--- config.mk ---
export PLATFORM = sky130hd
export DESIGN_NAME = sprite_row_composite_mirror_flat
export DESIGN_NICKNAME = d
export VERILOG_FILES = /design/src/rtl/srcm_pkg.sv /design/src/rtl/srcm_if.sv /design/src/rtl/sprite_row_composite_mirror.sv /design/src/rtl/srcm_cell.sv /design/src/rtl/srcm_ctrl.sv /design/src/flat_wrapper.sv
export SDC_FILE = /design/constraint.sdc
export NUM_CORES = 2
export LEC_CHECK = 0
export BUFFER_PORTS_ARGS = -buffer_cell sky130_fd_sc_hd__buf_2
export CORE_UTILIZATION = 40
export CTS_BUF_LIST = sky130_fd_sc_hd__clkbuf_4
export DETAILED_ROUTE_END_ITERATION = 10
export PLACE_DENSITY = 0.53
export SYNTH_ARGS = -nofsm -noshare
export SYNTH_HDL_FRONTEND = slang
export SYNTH_SLANG_ARGS = --single-unit
--- constraint.sdc ---
create_clock -name clk -period 11 [get_ports clk]
set_clock_uncertainty 0.1 [all_clocks]
set_input_delay 2.2 -clock clk [delete_from_list [all_inputs] [get_ports clk]]
set_output_delay 2.2 -clock clk [all_outputs]
set_load 0.02 [all_outputs]
--- src/rtl/srcm_pkg.sv ---
// ----------------------------------------------------------------------------
// srcm_pkg
// Shared constants, codes and types of the sprite row compositor.
// ----------------------------------------------------------------------------
`timescale 1ns / 1ps

package srcm_pkg;

	localparam int MAX_WIDTH  = 64;
	localparam int COL_W      = 6;
	localparam int WIDTH_W    = 7;
	localparam int SYM_W      = 8;
	localparam int ROW_W      = 6;
	localparam int KIND_W     = 2;
	localparam int CFG_IDX_W  = 3;
	localparam int CFG_DATA_W = 8;

	localparam logic [KIND_W-1:0] KIND_BASE    = 2'd0;
	localparam logic [KIND_W-1:0] KIND_OVERLAY = 2'd1;
	localparam logic [KIND_W-1:0] KIND_EMIT    = 2'd2;

	localparam logic [CFG_IDX_W-1:0] CFG_BASE_WIDTH   = 3'd0;
	localparam logic [CFG_IDX_W-1:0] CFG_COL_OFFSET   = 3'd1;
	localparam logic [CFG_IDX_W-1:0] CFG_REGION_FIRST = 3'd2;
	localparam logic [CFG_IDX_W-1:0] CFG_REGION_LAST  = 3'd3;
	localparam logic [CFG_IDX_W-1:0] CFG_OVL_ENABLE   = 3'd4;
	localparam logic [CFG_IDX_W-1:0] CFG_BLEND_MODE   = 3'd5;
	localparam logic [CFG_IDX_W-1:0] CFG_MIRROR       = 3'd6;
	localparam logic [CFG_IDX_W-1:0] CFG_TRANSPARENT  = 3'd7;

	localparam logic [WIDTH_W-1:0] WIDTH_MAX = WIDTH_W'(MAX_WIDTH);

	// control broadcast to every buffer cell
	typedef struct packed {
		logic               wr;
		logic [COL_W-1:0]   wr_idx;
		logic [SYM_W-1:0]   wr_data;
		logic               shl;
		logic               shr;
		logic [WIDTH_W-1:0] width;
	} cell_ctrl_t;

endpackage

--- src/rtl/srcm_if.sv ---
// ----------------------------------------------------------------------------
// srcm_in_if / srcm_out_if
// Valid/ready channels for input items and emitted cells.
// ----------------------------------------------------------------------------
`timescale 1ns / 1ps

interface srcm_in_if;
	import srcm_pkg::*;
	logic              valid;
	logic              ready;
	logic [KIND_W-1:0] kind;
	logic [ROW_W-1:0]  row;
	logic [COL_W-1:0]  col;
	logic [SYM_W-1:0]  symbol;

	modport source (output valid, kind, row, col, symbol, input ready);
	modport sink   (input valid, kind, row, col, symbol, output ready);
endinterface

interface srcm_out_if;
	import srcm_pkg::*;
	logic             valid;
	logic             ready;
	logic [COL_W-1:0] out_col;
	logic [SYM_W-1:0] out_symbol;
	logic             out_last;

	modport source (output valid, out_col, out_symbol, out_last, input ready);
	modport sink   (input valid, out_col, out_symbol, out_last, output ready);
endinterface

--- src/rtl/sprite_row_composite_mirror.sv ---
// Base and overlay words: one per cycle while input ready is high, written into
// the cell row at the next edge. Emit word: busy is registered, then the output
// register takes one cell per cycle unless stalled; cells rotate one place per word.
// Input ready is low while a row streams out. Reset clears control and presets the
// config registers; line buffer contents are undefined until written.
// ----------------------------------------------------------------------------
// sprite_row_composite_mirror
// Color-key sprite row compositor with horizontal mirror, top level.
// ----------------------------------------------------------------------------
`timescale 1ns / 1ps

module sprite_row_composite_mirror
	import srcm_pkg::*;
(
	input  logic                  clk,
	input  logic                  arst_n,
	srcm_in_if.sink               items,
	srcm_out_if.source            results,
	input  logic                  cfg_we,
	input  logic [CFG_IDX_W-1:0]  cfg_idx,
	input  logic [CFG_DATA_W-1:0] cfg_data
);

	cell_ctrl_t       ctrl;
	logic [COL_W-1:0] tail_idx;
	logic [SYM_W-1:0] sym [MAX_WIDTH];
	logic [SYM_W-1:0] head;
	logic [SYM_W-1:0] tail;

	assign head = sym[0];
	assign tail = sym[tail_idx];

	srcm_ctrl u_ctrl (
		.clk      (clk),
		.arst_n   (arst_n),
		.cfg_we   (cfg_we),
		.cfg_idx  (cfg_idx),
		.cfg_data (cfg_data),
		.items    (items),
		.results  (results),
		.head     (head),
		.tail     (tail),
		.ctrl     (ctrl),
		.tail_idx (tail_idx)
	);

	for (genvar i = 0; i < MAX_WIDTH; i++) begin : g_cell
		logic [SYM_W-1:0] nxt;
		logic [SYM_W-1:0] prv;

		if (i == MAX_WIDTH - 1) begin : g_end
			assign nxt = '0;
		end else begin : g_mid
			assign nxt = sym[i+1];
		end
		if (i == 0) begin : g_start
			assign prv = '0;
		end else begin : g_rest
			assign prv = sym[i-1];
		end

		srcm_cell u_cell (
			.clk  (clk),
			.ctrl (ctrl),
			.idx  (COL_W'(i)),
			.nxt  (nxt),
			.prv  (prv),
			.head (head),
			.tail (tail),
			.sym  (sym[i])
		);
	end

endmodule

--- src/rtl/srcm_cell.sv ---
// ----------------------------------------------------------------------------
// srcm_cell
// One line buffer entry; written by index, rotates with its neighbors on emit.
// ----------------------------------------------------------------------------
`timescale 1ns / 1ps

module srcm_cell
	import srcm_pkg::*;
(
	input  logic             clk,
	input  cell_ctrl_t       ctrl,
	input  logic [COL_W-1:0] idx,
	input  logic [SYM_W-1:0] nxt,
	input  logic [SYM_W-1:0] prv,
	input  logic [SYM_W-1:0] head,
	input  logic [SYM_W-1:0] tail,
	output logic [SYM_W-1:0] sym
);

	logic [SYM_W-1:0] sym_q;
	logic             active;
	logic             is_last;
	logic             is_first;

	assign active   = {1'b0, idx} < ctrl.width;
	assign is_last  = {1'b0, idx} == (ctrl.width - WIDTH_W'(1));
	assign is_first = idx == '0;

	always_ff @(posedge clk) begin
		if (ctrl.wr && ctrl.wr_idx == idx) begin
			sym_q <= ctrl.wr_data;
		end else if (ctrl.shl && active) begin
			sym_q <= is_last ? head : nxt;
		end else if (ctrl.shr && active) begin
			sym_q <= is_first ? tail : prv;
		end
	end

	assign sym = sym_q;

endmodule

--- src/rtl/srcm_ctrl.sv ---
// ----------------------------------------------------------------------------
// srcm_ctrl
// Config registers, item decode, emit sequencer and output word register.
// ----------------------------------------------------------------------------
`timescale 1ns / 1ps

module srcm_ctrl
	import srcm_pkg::*;
(
	input  logic                  clk,
	input  logic                  arst_n,
	input  logic                  cfg_we,
	input  logic [CFG_IDX_W-1:0]  cfg_idx,
	input  logic [CFG_DATA_W-1:0] cfg_data,
	srcm_in_if.sink               items,
	srcm_out_if.source            results,
	input  logic [SYM_W-1:0]      head,
	input  logic [SYM_W-1:0]      tail,
	output cell_ctrl_t            ctrl,
	output logic [COL_W-1:0]      tail_idx
);

	logic [WIDTH_W-1:0] bw_q;
	logic [7:0]         off_q;
	logic [ROW_W-1:0]   first_q;
	logic [ROW_W-1:0]   last_q;
	logic               ovl_en_q;
	logic               blend_q;
	logic               mirror_q;
	logic [SYM_W-1:0]   transp_q;

	logic               busy_q;
	logic [COL_W-1:0]   cnt_q;
	logic               out_v_q;
	logic [COL_W-1:0]   out_col_q;
	logic [SYM_W-1:0]   out_sym_q;
	logic               out_last_q;

	logic [WIDTH_W-1:0] width;
	logic               acc;
	logic signed [8:0]  target;
	logic               tgt_ok;
	logic               row_ok;
	logic               wr_base;
	logic               wr_ovl;
	logic               advance;
	logic               last_w;

	always_ff @(posedge clk or negedge arst_n) begin
		if (!arst_n) begin
			bw_q     <= WIDTH_MAX;
			off_q    <= '0;
			first_q  <= '0;
			last_q   <= ROW_W'(63);
			ovl_en_q <= 1'b0;
			blend_q  <= 1'b1;
			mirror_q <= 1'b0;
			transp_q <= SYM_W'(32);
		end else if (cfg_we) begin
			case (cfg_idx)
				CFG_BASE_WIDTH:   bw_q     <= cfg_data[WIDTH_W-1:0];
				CFG_COL_OFFSET:   off_q    <= cfg_data;
				CFG_REGION_FIRST: first_q  <= cfg_data[ROW_W-1:0];
				CFG_REGION_LAST:  last_q   <= cfg_data[ROW_W-1:0];
				CFG_OVL_ENABLE:   ovl_en_q <= cfg_data[0];
				CFG_BLEND_MODE:   blend_q  <= cfg_data[0];
				CFG_MIRROR:       mirror_q <= cfg_data[0];
				CFG_TRANSPARENT:  transp_q <= cfg_data;
				default: begin
				end
			endcase
		end
	end

	assign width = (bw_q > WIDTH_MAX) ? WIDTH_MAX : bw_q;

	assign items.ready = !busy_q;
	assign acc         = items.valid && !busy_q;

	assign target  = $signed({3'b000, items.col}) + $signed({off_q[7], off_q});
	assign tgt_ok  = !target[8] && (target[7:0] < {1'b0, width});
	assign row_ok  = (items.row >= first_q) && (items.row <= last_q);
	assign wr_base = acc && items.kind == KIND_BASE && ({1'b0, items.col} < width);
	assign wr_ovl  = acc && items.kind == KIND_OVERLAY && ovl_en_q && row_ok && tgt_ok
		&& !(blend_q && items.symbol == transp_q);

	assign advance = busy_q && (!out_v_q || results.ready);
	assign last_w  = {1'b0, cnt_q} == (width - WIDTH_W'(1));

	assign ctrl.wr      = wr_base || wr_ovl;
	assign ctrl.wr_idx  = wr_base ? items.col : target[COL_W-1:0];
	assign ctrl.wr_data = items.symbol;
	assign ctrl.shl     = advance && !mirror_q;
	assign ctrl.shr     = advance && mirror_q;
	assign ctrl.width   = width;

	assign tail_idx = COL_W'(width - WIDTH_W'(1));

	always_ff @(posedge clk or negedge arst_n) begin
		if (!arst_n) begin
			busy_q  <= 1'b0;
			cnt_q   <= '0;
			out_v_q <= 1'b0;
		end else begin
			if (acc && items.kind == KIND_EMIT && width != '0) begin
				busy_q <= 1'b1;
				cnt_q  <= '0;
			end else if (advance) begin
				cnt_q <= cnt_q + COL_W'(1);
				if (last_w) begin
					busy_q <= 1'b0;
				end
			end
			if (advance) begin
				out_v_q <= 1'b1;
			end else if (results.ready) begin
				out_v_q <= 1'b0;
			end
		end
	end

	always_ff @(posedge clk) begin
		if (advance) begin
			out_col_q  <= cnt_q;
			out_sym_q  <= mirror_q ? tail : head;
			out_last_q <= last_w;
		end
	end

	assign results.valid      = out_v_q;
	assign results.out_col    = out_col_q;
	assign results.out_symbol = out_sym_q;
	assign results.out_last   = out_last_q;

endmodule

--- src/flat_wrapper.sv ---
// flat-port wrapper written by rule: the top's interface ports become plain ports
module sprite_row_composite_mirror_flat import srcm_pkg::*;
  (clk, arst_n, cfg_we, cfg_idx, cfg_data, items_valid, items_kind, items_row, items_col, items_symbol, items_ready, results_valid, results_out_col, results_out_symbol, results_out_last, results_ready);
  srcm_in_if items_i ();
  srcm_out_if results_i ();
  input  logic clk;
  input  logic arst_n;
  input  logic cfg_we;
  input  logic [CFG_IDX_W-1:0] cfg_idx;
  input  logic [CFG_DATA_W-1:0] cfg_data;
  input wire logic [$bits(items_i.valid)-1:0] items_valid;
  input wire logic [$bits(items_i.kind)-1:0] items_kind;
  input wire logic [$bits(items_i.row)-1:0] items_row;
  input wire logic [$bits(items_i.col)-1:0] items_col;
  input wire logic [$bits(items_i.symbol)-1:0] items_symbol;
  output wire logic [$bits(items_i.ready)-1:0] items_ready;
  output wire logic [$bits(results_i.valid)-1:0] results_valid;
  output wire logic [$bits(results_i.out_col)-1:0] results_out_col;
  output wire logic [$bits(results_i.out_symbol)-1:0] results_out_symbol;
  output wire logic [$bits(results_i.out_last)-1:0] results_out_last;
  input wire logic [$bits(results_i.ready)-1:0] results_ready;
  assign items_i.valid = items_valid;
  assign items_i.kind = items_kind;
  assign items_i.row = items_row;
  assign items_i.col = items_col;
  assign items_i.symbol = items_symbol;
  assign items_ready = items_i.ready;
  assign results_valid = results_i.valid;
  assign results_out_col = results_i.out_col;
  assign results_out_symbol = results_i.out_symbol;
  assign results_out_last = results_i.out_last;
  assign results_i.ready = results_ready;
  sprite_row_composite_mirror u_core (.clk(clk), .arst_n(arst_n), .items(items_i), .results(results_i), .cfg_we(cfg_we), .cfg_idx(cfg_idx), .cfg_data(cfg_data));
endmodule
### Yosys cells after proc, flatten, opt, wreduce, memory -nomap -nowiden

Cells that the tools add are included.

* add/subtract/negate cells: 3
* multiply operators: 0
* divide/modulo/power cells: 0
* magnitude comparators: 70
* equal/unequal tests: 138
* shift operators: 0
* multiplexer cells: 269
* bitwise gates (word level): 1
* reduce and logical (&&, ||, !) cells: 297

Operators by type and width (number)
* 8-bit 2-to-1 mux: 259
* 6-bit by 7-bit equality test with 1-bit output, first input constant: 32
* 6-bit by 7-bit less-than comparator with 1-bit output, first input constant: 32
* 1-bit logical AND: 208
* 6-bit equality test, second input constant: 32
* 3-bit nonzero test: 64
* 5-bit by 7-bit equality test with 1-bit output, first input constant: 16
* 5-bit by 7-bit less-than comparator with 1-bit output, first input constant: 16
* 6-bit by 5-bit equality test with 1-bit output, second input constant: 16
* 4-bit by 7-bit equality test with 1-bit output, first input constant: 8
* 4-bit by 7-bit less-than comparator with 1-bit output, first input constant: 8
* 8-bit binary-select mux with 6-bit select: 1
* 6-bit by 4-bit equality test with 1-bit output, second input constant: 8
* 3-bit by 7-bit equality test with 1-bit output, first input constant: 4
* 3-bit by 7-bit less-than comparator with 1-bit output, first input constant: 4
* 6-bit by 3-bit equality test with 1-bit output, second input constant: 4
* 2-bit AND reduction: 10
* 6-bit 2-to-1 mux: 3
* 2-bit by 7-bit equality test with 1-bit output, first input constant: 2
* 1-bit by 7-bit less-than comparator with 1-bit output, first input constant: 2
* 2-bit by 7-bit less-than comparator with 1-bit output, first input constant: 2
* 3-bit equality test, second input constant: 4
* 6-bit by 2-bit equality test with 1-bit output, second input constant: 2
* 7-bit by 8-bit adder with 9-bit output: 1
* other kinds (28): 40

* register bits: 573
* bits in latches: 0
* RAM bits: 0
* ROM bits: 0
* input bits: 38
* output and inout port bits: 17
* logic and storage cells: 856
* memories: 0

### Logic depth before layout (Yosys ltp)

* depth after elaboration: 11
* mapped depth: 17
* gate-level depth less buffers: 13

### Hierarchy

From an unflattened synthesis, not the netlist that was laid out.

* cells, all modules: 7807
* area total of the unflattened synthesis: 72223.0 um^2

By module, submodules not included
* srcm_cell (u_core.g_cell[0].u_cell ...): times used 37, cells an instance 115, area each 1032.2 um^2, sequential area each 240.2 um^2
* srcm_cell (u_core.g_cell[44].u_cell ...): times used 26, cells an instance 107, area each 959.7 um^2, sequential area each 240.2 um^2
* sprite_row_composite_mirror: times used 1, cells an instance 326, area each 4204.0 um^2, sequential area each 0.0 um^2
* srcm_ctrl: times used 1, cells an instance 336, area each 3816.2 um^2, sequential area each 1612.8 um^2
* srcm_cell (u_core.g_cell[20].u_cell): times used 1, cells an instance 108, area each 1058.5 um^2, sequential area each 240.2 um^2

### Least setup slack after synthesis

OpenSTA, ideal clock, no wires.

* kind: input-to-reg
* start point: input port items_col[0]
* end point: register u_core.g_cell[26].u_cell.sym_q[0], enable pin
* library setup time: 375 ps
* arrival: 5827 ps
* required time: 10525 ps
* path slack: 4698 ps
* stages on the path: 14
* path buffers: 2
* cell sequence: ha_1 fa_1 xnor2_1 clkinv_1 ha_1 o2111ai_1 a21oi_1 o221ai_1 nand3_2 or4_1 buf_2 buf_12 a21oi_4 o21bai_1

* longest elaborated chain between the ends: 8
* elaborated cells on any way between the ends: 13
* classes of those cells: add/sub: 1; order compare: 2; eq/ne: 1; mux: 1; reduce/logical: 8

RTL lines
* from (decl): RTL line flat_wrapper.sv:14 `input wire logic [$bits(items_i.col)-1:0] items_col;`
* 7-bit by 8-bit adder with 9-bit output: RTL line srcm_ctrl.sv:80 `assign target = $signed({3'b000, items.col}) + $signed({off_q[7], off_q});`
* 8-bit by 7-bit less-than comparator with 1-bit output or 1-bit zero test (tied branches): RTL line srcm_ctrl.sv:81 `assign tgt_ok = !target[8] && (target[7:0] < {1'b0, width});`
* 1-bit logical AND: RTL line srcm_ctrl.sv:81
* 1-bit logical AND: RTL line srcm_ctrl.sv:84 `assign wr_ovl = acc && items.kind == KIND_OVERLAY && ovl_en_q && row_ok && tgt_ok`
* 1-bit logical AND: RTL line srcm_ctrl.sv:85 `&& !(blend_q && items.symbol == transp_q);`
* 1-bit logical OR: RTL line srcm_ctrl.sv:90 `assign ctrl.wr = wr_base || wr_ovl;`
* 1-bit logical AND *: RTL line srcm_cell.sv:30 `if (ctrl.wr && ctrl.wr_idx == idx) begin`
* 3-bit nonzero test (no source line) *
* to (signal assigned): RTL line srcm_cell.sv:31 `sym_q <= ctrl.wr_data;`
* to (signal assigned): RTL line srcm_cell.sv:33 `sym_q <= is_last ? head : nxt;`
* to (signal assigned): RTL line srcm_cell.sv:35 `sym_q <= is_first ? tail : prv;`
* to (decl): RTL line srcm_cell.sv:20 `logic [SYM_W-1:0] sym_q;`

Mark *: on every way between the ends. The rest lies on a longest branch, timed or not.
A chain may end at the register's enable or synchronous reset.

### Final worst setup path

* start point: register u_core.u_ctrl.bw_q[6]
* end point: register u_core.g_cell[38].u_cell.sym_q[1], data pin

* longest elaborated chain between the ends: 9
* elaborated cells on any way between the ends: 19
* classes of those cells: add/sub: 1; order compare: 4; eq/ne: 2; mux: 5; reduce/logical: 7

RTL lines
* from (decl): RTL line srcm_ctrl.sv:23 `logic [WIDTH_W-1:0] bw_q;`
* from (signal assigned): RTL line srcm_ctrl.sv:61 `CFG_BASE_WIDTH: bw_q <= cfg_data[WIDTH_W-1:0];`
* 7-bit greater-than comparator: RTL line srcm_ctrl.sv:75 `assign width = (bw_q > WIDTH_MAX) ? WIDTH_MAX : bw_q;`
* 7-bit 2-to-1 mux *: RTL line srcm_ctrl.sv:75
* branches (longest 6 deep; another with 7-bit by 1-bit subtractor with 7-bit output)
* 8-bit 2-to-1 mux *: RTL line srcm_cell.sv:30
* to (signal assigned): RTL line srcm_cell.sv:31
* to (signal assigned): RTL line srcm_cell.sv:33
* to (signal assigned): RTL line srcm_cell.sv:35
* to (decl): RTL line srcm_cell.sv:20

Every way passes the cells marked *.

==> results.py <==
metrics = {
    "status": {
        "run_status": "finished with violations",
        "violated_checks": "design-rule violations",
    },
    "sta": {
        "setup_repair_after_global_routing_missed_its_margin": "no",
        "setup_ws_ps": 4625,
        "setup_viol": 0,
        "max_freq_mhz": 156.9,
        "max-slew-margin-rel_pct": 5.650,
        "final_hold_viol_count": 0,
        "worst_pin_slew_ps": 1415,
        "drv_slew": 0,
        "tns_ps": 0,
        "post-route-period-util_pct": 57.95,
        "finalHoldWorstSlack_ps": 412.0,
        "period_minus_slack_ps": 6375,
    },
    "grt": {
        "globalRoute.totalOverflow": 0,
        "grt_util_all_layers_pct": 30.71,
        "grt_pass1_vias": 34180,
        "grt_antenna_before_repair": 13,
        "grt_max_degree": 66,
        "grt_pass1_wl_microns": 242200,
    },
    "power": {
        "total_switching_power_mw": 5.309,
        "static-leakage-power_nw": 16.36,
        "seqPwrFrac_pct": 34.8,
        "pwr-share-comb_pct": 47.2,
        "sw_frac_of_total_pct": 44.55,
        "power_density_mw_per_mm2": 257.6,
        "power.internal_mw": 6.607,
        "power.ir.vdd_worst_mv": 0.2412,
        "totalPowerFinal_mw": 11.92,
        "pwr-share-clk_pct": 18.0,
    },
    "critical_path": {
        "crit_path_slowest_cell": "sky130_fd_sc_hd__o41ai_4",
        "cpMostUsedCell": "sky130_fd_sc_hd__buf_4",
        "critical_path.max_stage_delay_ps": 880,
        "cpLargestDelayFamily": "buffers and inverters",
        "path_max_fanout": 38,
        "critPathRequiredTime_ps": 11750,
        "timing.critical_path.cells": "buf_4 > nand2b_4 > buf_4 > ha_1 > nand2b_1 > o41ai_4 > buf_4 > nand2_1 > nor2_4 > mux2i_1 > a21oi_1 > mux2_2",
        "critical_path_class": "flip-flop to flip-flop",
        "buffers_plus_inverters_on_the_worst_setup_path": 3,
        "critical_path_arrival_ps": 7120,
        "timing.critical_path.from_type": "flip-flop",
        "worstSetupEndpointType": "flip-flop",
    },
    "route": {
        "vias_per_cell": 6.402,
        "first_iter_violations": 4235,
        "final_antenna_net_count": 0,
        "vias": 35580,
        "finalWirelength_microns": 168600,
        "wl_per_instance_microns": 30.33,
        "route.detailed.drc": 4,
        "drtPass1Iterations": 9,
    },
    "synth": {
        "syn_nets": 4144,
        "synth_sequential_area_ratio_pct": 39.78,
        "synth_cells": 4070,
        "number_of_enable_flip_flop_cells_after_synthesis": 527,
        "synthesis.yosys.warnings": 0,
        "avgSynthCellArea_sq_um": 10.49,
        "synthDominantAreaCellType": "sky130_fd_sc_hd__edfxtp_1",
        "most_used_dff_post_synth": "sky130_fd_sc_hd__edfxtp_1",
        "synth-seq-cells": 573,
        "synth_area_leaders": "sky130_fd_sc_hd__edfxtp_1 37%, sky130_fd_sc_hd__mux2_2 14%, sky130_fd_sc_hd__mux2i_1 11%",
        "syn_std_cell_area_sq_mm": 0.04271,
        "netlist.area_leader.share_pct": 37.06,
        "yosysUniqueCellTypes": 101,
        "synth-async-reset-ratio_pct": 8.028,
    },
    "layout": {
        "final_design_area_no_fill_sq_mm": 0.04625,
        "nets": 4120,
        "drive_gt1_share_pct": 28.45,
        "utilization_pct": 43.81,
        "area_growth_synth_to_finish_pct": 8.291,
        "layout.cells.most_common": "sky130_fd_sc_hd__mux2_2",
        "fillerInstances": 10060,
        "final_cell_count_no_fill": 5558,
        "layout.cells.most_common_list": "538 x sky130_fd_sc_hd__mux2_2, 527 x sky130_fd_sc_hd__edfxtp_1, 466 x sky130_fd_sc_hd__mux2i_1",
    },
    "placement": {
        "finalWeightedCongestion": 0.9279,
        "pre_cts_ws_ps": 3809,
        "numPortBuffers": 54,
        "post_dp_cell_area_sq_mm": 0.04408,
        "dp.final_hpwl_microns": 114100,
        "dp_cells": 5266,
    },
    "cts": {
        "cts_hold_buffers": 0,
        "number_of_sinks_driven_by_the_clock_tree": 573,
        "tritoncts": "built",
        "cts_inserted_buffers": 168,
        "clk-insertion-delay-late_ps": 1150,
        "htree_levels": 4,
        "clk_pin_slew_ps": 80,
        "cts.repair.resized": 0,
        "post-cts-setup-buffers": 0,
        "cts_buffer_depth": 3,
        "cts.root.buffer_cell": "sky130_fd_sc_hd__clkbuf_4",
    },
    "hold_path": {
        "min_path_type": "flip-flop to flip-flop",
    },
    "floorplan": {
        "fp.dieArea_sq_mm": 0.1081,
        "chipWidth_microns": 328.8,
        "design.portCount": 55,
        "floorplan.rows": 119,
        "die_height_microns": 328.8,
        "core_area_sq_mm": 0.1056,
        "initial_utilization_pct": 40.46,
    },
    "flow_run": {
        "cap_violations": 0,
    },
}
## power by group through the flow
stage	clock [mW]	sequential, mW	combinational (mW)
after floorplan	0	3.81	3.71
after global placement	0	4.15	5.40
after detailed placement	0	4.14	5.44
after CTS	2.19	4.11	5.46
after global routing	2.29	4.18	5.94
final	2.15	4.15	5.62
## final timing paths
check                                             from  cells after the start  slack, ps                              end
worst max register to register   u_core.u_ctrl.bw_q[6]                     12       4630  u_core.g_cell[38].u_cell.sym[1]
worst min-delay path            u_core.u_ctrl.off_q[5]                      1        410           u_core.u_ctrl.off_q[5]
min in group asynchronous                       arst_n                      2       1110         u_core.u_ctrl.first_q[4]
worst max-delay path             u_core.u_ctrl.bw_q[6]                     12       4630  u_core.g_cell[38].u_cell.sym[1]
max in group asynchronous                       arst_n                      2       9260            u_core.u_ctrl.bw_q[5]
worst min register to register  u_core.u_ctrl.off_q[5]                      1        410           u_core.u_ctrl.off_q[5]
## sequential cells by signal (all words and copies together) (netlist names), 6 cells and up
register                          flops
u_core.u_ctrl.transp_q                8
u_core.u_ctrl.results.out_symbol      8
u_core.u_ctrl.off_q                   8
u_core.g_cell.u_cell.sym            512
u_core.u_ctrl.bw_q                    7
u_core.u_ctrl.first_q                 6
u_core.u_ctrl.last_q                  6
u_core.u_ctrl.results.out_col         6
u_core.u_ctrl.cnt_q                   6
## cell usage after synthesis, types with 15 or more instances
| master | count |
|---|---|
| sky130_fd_sc_hd__dfrtp_1 | 37 |
| sky130_fd_sc_hd__o21ai_0 | 224 |
| sky130_fd_sc_hd__nor2_1 | 408 |
| sky130_fd_sc_hd__a21oi_1 | 295 |
| sky130_fd_sc_hd__nand2_1 | 348 |
| sky130_fd_sc_hd__mux2i_1 | 478 |
| sky130_fd_sc_hd__edfxtp_1 | 527 |
| sky130_fd_sc_hd__o21ai_2 | 15 |
| sky130_fd_sc_hd__mux2_2 | 538 |
| sky130_fd_sc_hd__o21ai_1 | 90 |
| sky130_fd_sc_hd__buf_2 | 80 |
| sky130_fd_sc_hd__a22o_1 | 15 |
| sky130_fd_sc_hd__mux2_1 | 15 |
| sky130_fd_sc_hd__ha_1 | 35 |
| sky130_fd_sc_hd__inv_1 | 18 |
| sky130_fd_sc_hd__nand4_1 | 16 |
| sky130_fd_sc_hd__a31oi_1 | 73 |
| sky130_fd_sc_hd__nor3_1 | 28 |
| sky130_fd_sc_hd__mux4_2 | 93 |
| sky130_fd_sc_hd__nor2_4 | 19 |
| sky130_fd_sc_hd__nand2b_1 | 25 |
| sky130_fd_sc_hd__nand3_1 | 103 |
| sky130_fd_sc_hd__a22oi_1 | 30 |
| sky130_fd_sc_hd__xnor2_1 | 18 |
| sky130_fd_sc_hd__o21bai_1 | 21 |
| sky130_fd_sc_hd__buf_1 | 22 |
| sky130_fd_sc_hd__clkbuf_1 | 216 |
## cell families (layout without fill, tap and decap cells)
logic type                 count (synthesis)  after routing  share of synthesized area, %
muxes                                   1132           1132                         30.97
DFF                                      573            573                         39.78
xor gates and xnor gates                  26             26                        0.5332
other                                      0              5                             0
AOI/OAI and AO/OA                        872            872                         12.18
and+or+nand+nor                         1075           1075                         11.92
buffers and inverters                    356            448                         3.557
adders and majority gates                 36             36                         1.072
## cell type report
class,instances,area (sq um),share of cell area (%)
inverters,23,91.34,0.1975
diodes,5,12.51,0.02705
repair buffers,139,905.9,1.959
clock buffers,244,1832,3.961
clock inverters,42,316.6,0.6845
well taps,1391,1740,3.763
flip-flops and latches,573,16990,36.73
multi-input cells,3141,24360,52.68
## routing by layer
layer  share of wire (%)  track usage [%]
met1                  41            41.10
met2                  44            45.58
met3                  11            8.352
met4                 4.7            15.03
met5              0.0077                0
## worst register-to-register path: cells and delay by family, from the launching register on
family,cells,cell delay (ps)
fa+ha+maj,1,870
compound gates,2,1020
simple gates,4,1550
mux,2,630
flops,1,510
buf+inv,3,1490
No activity file was read; power rests on OpenSTA's default activity.
